[config.mk]
export PLATFORM = sky130hd
export DESIGN_NAME = bec_ctrl
export DESIGN_NICKNAME = d
export VERILOG_FILES = /design/src/rtl/bec_pkg.sv /design/src/rtl/bec_ctrl.sv
export SDC_FILE = /design/constraint.sdc
export NUM_CORES = 1
export LEC_CHECK = 0
export BUFFER_PORTS_ARGS = -buffer_cell sky130_fd_sc_hd__clkbuf_2
export CORE_MARGIN = 8
export CORE_UTILIZATION = 30
export CTS_CLUSTER_DIAMETER = 200
export CTS_CLUSTER_SIZE = 8
export DETAILED_ROUTE_END_ITERATION = 16
export PLACE_DENSITY_LB_ADDON = 0.08
export SYNTH_ARGS = -nofsm -noshare
export SYNTH_HDL_FRONTEND = slang
export SYNTH_SLANG_ARGS = --single-unit
export TNS_END_PERCENT = 1
[constraint.sdc]
create_clock -name clk -period 1.4 [get_ports clk]
set_input_delay 0.21 -clock clk [delete_from_list [all_inputs] [get_ports clk]]
set_output_delay 0.21 -clock clk [all_outputs]
set_load 0.02 [all_outputs]
[src/rtl/bec_pkg.sv]
`default_nettype none
// ----------------------------------------------------------------------------
// bec_pkg
// Shared types and codes for the bipartite edge coloring block.
// ----------------------------------------------------------------------------
package bec_pkg;

  typedef logic [4:0] op_t;

  // datapath operations, one per cycle
  localparam op_t OP_NONE   = 5'd0;
  localparam op_t OP_CLR    = 5'd1;
  localparam op_t OP_LOAD   = 5'd2;
  localparam op_t OP_CHECK  = 5'd3;
  localparam op_t OP_RD_ISS = 5'd4;
  localparam op_t OP_RD_RES = 5'd5;
  localparam op_t OP_LS_ISS = 5'd6;
  localparam op_t OP_LS_CHK = 5'd7;
  localparam op_t OP_RS_ISS = 5'd8;
  localparam op_t OP_RS_CHK = 5'd9;
  localparam op_t OP_P_ISS  = 5'd10;
  localparam op_t OP_P_LOAD = 5'd11;
  localparam op_t OP_ST_ISS = 5'd12;
  localparam op_t OP_ST_W1  = 5'd13;
  localparam op_t OP_ST_W2  = 5'd14;
  localparam op_t OP_FIN    = 5'd15;
  localparam op_t OP_EMIT   = 5'd16;

  // result status codes
  localparam logic [1:0] ST_OK         = 2'd0;
  localparam logic [1:0] ST_LEFT_FULL  = 2'd1;
  localparam logic [1:0] ST_RIGHT_FULL = 2'd2;
  localparam logic [1:0] ST_RANGE      = 2'd3;

  localparam logic ACT_INSERT = 1'b0;
  localparam logic ACT_READ   = 1'b1;

  localparam logic CFG_VERTEX_COUNT = 1'b0;
  localparam logic CFG_COLOR_COUNT  = 1'b1;

  typedef struct packed {
    op_t op;
  } cmd_t;

  typedef struct packed {
    logic clr_done;
    logic is_read;
    logic early_exit;  // range error, or insert with no colors
    logic free_l;
    logic free_r;
    logic scan_last;
    logic path_go;
    logic out_free;
  } sts_t;

endpackage
`default_nettype wire

[src/rtl/bec_ctrl.sv]
`default_nettype none
// ----------------------------------------------------------------------------
// bec_ctrl
// Sequencer: clearing pass, free-color scans, path walk, result hand-off.
// ----------------------------------------------------------------------------
module bec_ctrl (
  input  wire logic         clk,
  input  wire logic         rst_n,
  input  wire logic         in_valid,
  output logic              in_stall,
  input  wire bec_pkg::sts_t sts,
  output bec_pkg::cmd_t     cmd
);

  localparam logic [4:0] S_CLR    = 5'd0;
  localparam logic [4:0] S_IDLE   = 5'd1;
  localparam logic [4:0] S_CHECK  = 5'd2;
  localparam logic [4:0] S_RD_ISS = 5'd3;
  localparam logic [4:0] S_RD_RES = 5'd4;
  localparam logic [4:0] S_LS_ISS = 5'd5;
  localparam logic [4:0] S_LS_CHK = 5'd6;
  localparam logic [4:0] S_RS_ISS = 5'd7;
  localparam logic [4:0] S_RS_CHK = 5'd8;
  localparam logic [4:0] S_P_ISS  = 5'd9;
  localparam logic [4:0] S_P_LOAD = 5'd10;
  localparam logic [4:0] S_P_TEST = 5'd11;
  localparam logic [4:0] S_ST_ISS = 5'd12;
  localparam logic [4:0] S_ST_W1  = 5'd13;
  localparam logic [4:0] S_ST_W2  = 5'd14;
  localparam logic [4:0] S_FIN    = 5'd15;
  localparam logic [4:0] S_EMIT   = 5'd16;

  logic [4:0] state_r, state_nxt;

  assign in_stall = (state_r != S_IDLE);

  always_comb begin
    state_nxt = state_r;
    cmd.op    = bec_pkg::OP_NONE;
    unique case (state_r)
      S_CLR: begin
        cmd.op = bec_pkg::OP_CLR;
        if (sts.clr_done) state_nxt = S_IDLE;
      end
      S_IDLE: begin
        if (in_valid) begin
          cmd.op    = bec_pkg::OP_LOAD;
          state_nxt = S_CHECK;
        end
      end
      S_CHECK: begin
        cmd.op = bec_pkg::OP_CHECK;
        if (sts.early_exit)   state_nxt = S_EMIT;
        else if (sts.is_read) state_nxt = S_RD_ISS;
        else                  state_nxt = S_LS_ISS;
      end
      S_RD_ISS: begin
        cmd.op    = bec_pkg::OP_RD_ISS;
        state_nxt = S_RD_RES;
      end
      S_RD_RES: begin
        cmd.op    = bec_pkg::OP_RD_RES;
        state_nxt = S_EMIT;
      end
      S_LS_ISS: begin
        cmd.op    = bec_pkg::OP_LS_ISS;
        state_nxt = S_LS_CHK;
      end
      S_LS_CHK: begin
        cmd.op = bec_pkg::OP_LS_CHK;
        if (sts.free_l)         state_nxt = S_RS_ISS;
        else if (sts.scan_last) state_nxt = S_EMIT;
        else                    state_nxt = S_LS_ISS;
      end
      S_RS_ISS: begin
        cmd.op    = bec_pkg::OP_RS_ISS;
        state_nxt = S_RS_CHK;
      end
      S_RS_CHK: begin
        cmd.op = bec_pkg::OP_RS_CHK;
        if (sts.free_r)         state_nxt = S_P_ISS;
        else if (sts.scan_last) state_nxt = S_EMIT;
        else                    state_nxt = S_RS_ISS;
      end
      S_P_ISS: begin
        cmd.op    = bec_pkg::OP_P_ISS;
        state_nxt = S_P_LOAD;
      end
      S_P_LOAD: begin
        cmd.op    = bec_pkg::OP_P_LOAD;
        state_nxt = S_P_TEST;
      end
      S_P_TEST: begin
        state_nxt = sts.path_go ? S_ST_ISS : S_FIN;
      end
      S_ST_ISS: begin
        cmd.op    = bec_pkg::OP_ST_ISS;
        state_nxt = S_ST_W1;
      end
      S_ST_W1: begin
        cmd.op    = bec_pkg::OP_ST_W1;
        state_nxt = S_ST_W2;
      end
      S_ST_W2: begin
        cmd.op    = bec_pkg::OP_ST_W2;
        state_nxt = S_P_TEST;
      end
      S_FIN: begin
        cmd.op    = bec_pkg::OP_FIN;
        state_nxt = S_EMIT;
      end
      S_EMIT: begin
        if (sts.out_free) begin
          cmd.op    = bec_pkg::OP_EMIT;
          state_nxt = S_IDLE;
        end
      end
      default: state_nxt = S_IDLE;
    endcase
  end

  always_ff @(posedge clk) begin
    if (!rst_n) state_r <= S_CLR;
    else        state_r <= state_nxt;
  end

endmodule
`default_nettype wire

==> impl_metrics.tcl, run 1 <==
set metrics [dict create \
    wl_mm 1.91 \
    antenna_found_initial 0 \
    worst_slew_pin_slew_ns 0.363 \
    dr.pass1.iters 4 \
    ys_seq_area_frac 0.179 \
    grt_usage 0.116 \
    p_per_area_nw_per_um2 494 \
    crit_type "flop to output pin" \
    worstHoldPathType "primary input to flop" \
    drive_gt1_frac 0.588 \
    finalNetCount 126 \
    crit_arrival_ns 1.22 \
    gr-total-overflow 0 \
    largest_reg_flops 5 \
    outcome "complete, but fails checks" \
    gp_congestion 0.795 \
    synth-edff-count 0 \
    p_seq_frac 0.300 \
    async_reset_ff_frac 0 \
    initial_core_util 0.320 \
    power_uw 494 \
    fin_crit_ns 1.43 \
    syn_area_um2 559 \
    fin_util 0.573 \
    rows 15 \
    swShare 0.299 \
    fin_ws_ns -0.0270 \
    diodes 0 \
    rsz0062_at_grt "true" \
    numCtsBuffers 3 \
    fp.dieArea_um2 3500 \
    power_leakage_nw 0.453 \
    die_h_um 59.2 \
    first_global_vias 734 \
    finalCritPeriodShare 1.02 \
    failed_checks "setup timing" \
    max_cap_viol_count 0 \
    ys_warn_count 0 \
    fill_cells 174 \
    pwr-share-clk 0.332 \
    top_regs "state_r: 5 flops" \
    synthCells 76 \
    startpoint_type "flop" \
    required_ns 1.19 \
    finalHoldViolCount 0 \
    synth_top_area_cell "dfxtp_1" \
    numPortBuffers 16 \
    grt_pass1_wl_mm 3.22 \
    clk_root_buffer_cell "clkbuf_4" \
    routed_via_density 5.22 \
    drc_errors 0 \
    setup_viol 4 \
    regArea_um2 116 \
    synthDistinctLibCells 31 \
    drt.antenna.violating_nets 0 \
    syn_nets 87 \
    cts.reportedPaths.clkPinSlew_ns 0.04 \
    synth_area_per_cell_um2 7.36 \
    drv_slew 0 \
    wl_per_cell_um 13.7 \
    cts.path.max_buffers 2 \
    p_int_uw 346 \
    cts_num_sinks 5 \
    switchingPower_uw 148 \
    cpPeakStageDelay_ns 0.36 \
    fp.coreArea_um2 1750 \
    fmax_mhz 701 \
    crit_chain "buf_6 > nor3_4 > nand3b_1 > clkbuf_8" \
    regMostFlops "state_r" \
    vias 726 \
    yosys-top-cells-area "dfxtp_1, nor2_1, nand3b_1" \
    cts_tree "done" \
    synth_ff_type "dfxtp_1" \
    crit_path_end_kind "output pin" \
    insertion_delay_ns 0.24 \
    vdd_drop_max_v 0.000506 \
    die_width_um 59.2 \
    netlist.area_leader.share 0.179 \
    crit_path_top_delay_cell "dfxtp_4" \
    synth_seq_cells 5 \
    worst-path-max-fanout 8 \
    multi_input_area_um2 498 \
    grt_max_degree 9 \
    p_comb_frac 0.368 \
    io_pins 17 \
    dp_hpwl_mm 1.40 \
    area_growth_pct 78.7 \
    first_iter_violations 13 \
    final.setup_skew_ns 0.00299 \
    htreeDepth 1 \
    postCtsHoldBufs 0 \
    relSlewSlack 0.751 \
]
cell usage in the layout, fill, tap and decap left out, types with 2 or more instances in the layout:
cell type / synthesis / final
a21oi_1: 7 / 5
a21oi_2: 0 / 2
buf_4: 0 / 19
buf_6: 3 / 9
clkbuf_2: 0 / 11
clkbuf_4: 0 / 3
dfxtp_4: 0 / 4
inv_1: 4 / 4
nand2_1: 6 / 3
nand2_4: 0 / 3
nand3_1: 3 / 2
nand3_2: 1 / 2
nand3b_1: 5 / 5
nor2_1: 11 / 8
nor2_4: 0 / 2
nor3_1: 4 / 2
o31a_1: 3 / 3
xnor2_1: 2 / 2
cells by family after synthesis:
kind of cell,share of synthesized area
and+or+nand+nor,0.333
buffers and inverters,0.112
xor gates and xnor gates,0.0604
DFF,0.179
AOI/OAI and AO/OA,0.315
through the flow:
| step | cell area (µm²) | setup WS [ns] | cells | hold WS [ns] | setup TNS [ns] |
|---|---|---|---|---|---|
| 5_1_grt | 1000 | -0.0716 | 139 | 0.256 | -0.309 |
| 3_3_place_gp | 748 | -0.00351 | 127 | 0.498 | -0.00351 |
| 3_5_place_dp | 748 | -0.00825 | 127 | 0.496 | -0.00825 |
| 4_1_cts | 957 | -0.0330 | 137 | 0.244 | -0.130 |
| 6_report | 1000 | -0.0270 | 139 | 0.244 | -0.0624 |
| 2_1_floorplan | 564 | 0.0121 | 76 | 0.338 | 0 |
path summary, 6_finish.rpt:
path	startpoint	to	slack, ns	cells after the start
worst max register to register	state_r[0]	state_r[0]	0.03	6
worst min-delay path	rst_n	state_r[2]	0.24	2
worst min register to register	state_r[0]	state_r[3]	0.70	3
worst max-delay path	state_r[2]	in_stall	-0.03	4
power groups by stage:
stage	Sequential (mW)	Combinational [mW]	Clock, mW
2_1_floorplan	0.156	0.0827	0
3_3_place_gp	0.154	0.136	0
3_5_place_dp	0.154	0.136	0
4_1_cts	0.148	0.169	0.167
5_1_grt	0.149	0.195	0.170
6_report	0.148	0.182	0.164
per-layer routing:
metal,part of all wire,vias up,global-route usage
li1,-,361,-
met1,0.44,337,0.136
met2,0.49,24,0.201
met3,0.060,4,0.0195
met5,0,-,0
met4,0.013,0,0.0478
repair_timing:
| item | 4_1_cts | 5_1_grt |
|---|---|---|
| setup endpoints to repair | 7 | 8 |
| gates resized for setup | 39 | 10 |
| buffers inserted | 7 | 2 |
| pin swaps | 11 | 13 |
cells in the mapped netlist, drive strengths merged (2+ instances only):
cell,number
buf,5
dfxtp,5
o22ai,2
nor2,11
nor3,4
a21oi,7
nand3b,5
nand3,4
xnor2,2
nand2,6
a211oi,2
o31a,3
inv,4
layout make-up:
type	instances	share of cell area
inverters	4	0.0150
repair buffers	40	0.313
multi-input cells	61	0.498
flip-flops and latches	5	0.116
clock buffers	4	0.0263
well taps	25	0.0313
worst max-delay path, delay by kind of cell (launching register included):
family,cells,cell delay (ns)
flops,1,0.36
simple gates,2,0.31
buf+inv,2,0.30
Power figures use the tool's default switching activity.
==> run 2: changes to the inputs <==
- REMOVE_ABC_BUFFERS: not set -> 1
==> impl_metrics.tcl, run 2 (synthesis gave the netlist of run 1 again) <==
set metrics [dict create \
    vdd_drop_max_v 0.000354 \
    worstHoldPathType "primary input to flop" \
    grt_max_degree 16 \
    final.setup_skew_ns 0.00173 \
    grt_pass1_wl_mm 3.31 \
    cts.reportedPaths.clkPinSlew_ns 0.05 \
    crit_path_end_kind "output pin" \
    whs_ns 0.238 \
    vias 755 \
    numPortBuffers 16 \
    numCtsBuffers 3 \
    crit_type "flop to output pin" \
    worst_slew_pin_slew_ns 0.407 \
    max_cap_viol_count 0 \
    top_regs "state_r: 5 flops" \
    die_h_um 59.2 \
    largest_reg_flops 5 \
    first_iter_violations 14 \
    io_pins 17 \
    dr.pass1.iters 4 \
    finalCritPeriodShare 1.01 \
    rsz0062_at_grt "true" \
    dp_hpwl_mm 1.36 \
    fmax_mhz 705 \
    gp_congestion 0.894 \
    reg2reg_depth 6 \
    p_per_area_nw_per_um2 474 \
    drt.antenna.violating_nets 0 \
    finalHoldViolCount 0 \
    drc_errors 0 \
    wl_per_cell_um 14.4 \
    first_global_vias 743 \
    insertion_delay_ns 0.24 \
    rows 15 \
    failed_checks "setup timing" \
    fin_util 0.613 \
    area_growth_pct 91.3 \
    outcome "complete, but fails checks" \
    routed_via_density 5.21 \
    wl_mm 2.10 \
    crit_arrival_ns 1.21 \
    worstHoldPathCells 2 \
    layout_common_cells "buf_4, clkbuf_2, nor2_1, buf_6" \
    required_ns 1.19 \
    initial_core_util 0.320 \
    worst-path-max-fanout 15 \
    regMostFlops "state_r" \
    min_from "rst_n" \
    drv_slew 0 \
    relSlewSlack 0.721 \
    power_leakage_nw 0.477 \
    finalNetCount 132 \
    clk_root_buffer_cell "clkbuf_4" \
    r2r_end "state_r[0]" \
    htreeDepth 1 \
    rrSetupSlack_ns 0.01 \
    fp.coreArea_um2 1750 \
    setup_viol 2 \
    startpoint_type "flop" \
    fin_crit_ns 1.42 \
    gr-total-overflow 0 \
    diodes 0 \
    holdPathEnd "state_r[4]" \
    cts_num_sinks 5 \
    fp.dieArea_um2 3500 \
    drive_gt1_frac 0.592 \
    layout_commonest_cell "buf_4" \
    reg2reg_from "state_r[0]" \
    fin_ws_ns -0.0192 \
    cts_tree "done" \
    cts.path.max_buffers 2 \
    die_width_um 59.2 \
    grt_usage 0.120 \
    antenna_found_initial 0 \
]
-- run 2: changes by cell type in the layout (fill, tap and decap cells not counted) --
cell	previous run	this run
nor3_1	2	3
nand3_1	2	0
nand2_1	3	4
nand2_4	3	2
nand3_2	2	4
o22ai_1	1	2
buf_6	9	8
buf_4	19	23
nor3_2	1	0
buf_12	0	2
o32ai_2	1	0
buf_16	0	1
o32ai_1	0	1
o22ai_2	1	0
-- run 2: worst max-delay path, cell delays in order, from the launching register on --
cell and delay [ns]:
dfxtp_2 0.34, buf_12 0.15, o31ai_4 0.22, a211oi_2 0.09, buf_4 0.16
-- run 2: through the flow --
step / total power [mW] / TNS, ns / instances / setup slack, ns / area (µm²)
final: 0.508 / -0.0383 / 145 / -0.0192 / 1070
after global routing: 0.530 / -0.462 / 145 / -0.0779 / 1070
after CTS: 0.486 / -0.163 / 141 / -0.0482 / 978
after detailed placement: 0.296 / -0.173 / 128 / -0.123 / 776
after global placement: 0.295 / -0.193 / 128 / -0.119 / 776
after floorplan: 0.228 / -0.744 / 70 / -0.441 / 512
-- run 2: per-layer routing --
metal	share of wire	vias to the layer above	global-route usage
met2	0.49	27	0.202
met4	0.0057	0	0.0410
li1	-	375	-
met5	0	-	0
met1	0.44	349	0.145
met3	0.067	4	0.0239
-- run 2: worst max-delay path by stage --
stage                     slack (ns)          to       start
after floorplan                -0.44      cmd[1]  state_r[2]
after global placement         -0.12  state_r[0]  state_r[0]
after detailed placement       -0.12  state_r[0]  state_r[0]
after CTS                      -0.05      cmd[1]  state_r[2]
after global routing           -0.08  state_r[0]  state_r[2]
final                          -0.02      cmd[1]  state_r[3]
-- run 2: layout make-up --
type	instances	area, µm²
well taps	25	31.3
multi-input cells	61	482
repair buffers	46	399
inverters	4	15.0
clock buffers	4	26.3
fillers	162	676
flip-flops and latches	5	116
-- run 2: repair_timing --
item / 4_1_cts / 5_1_grt
endpoints found under the hold margin: 0 / 0
hold buffers: 0 / 0
pin swaps: 12 / 9
buffers inserted: 9 / 4
resized for setup: 27 / 22
endpoints found under the setup margin: 9 / 10
cloned: 1 / 0
-- run 2: power breakdown --
group / switching (mW) / total [mW] / internal (mW)
Sequential: 0.00945 / 0.151 / 0.142
Clock: 0.0640 / 0.172 / 0.108
Combinational: 0.0829 / 0.184 / 0.101
Total: 0.156 / 0.508 / 0.351
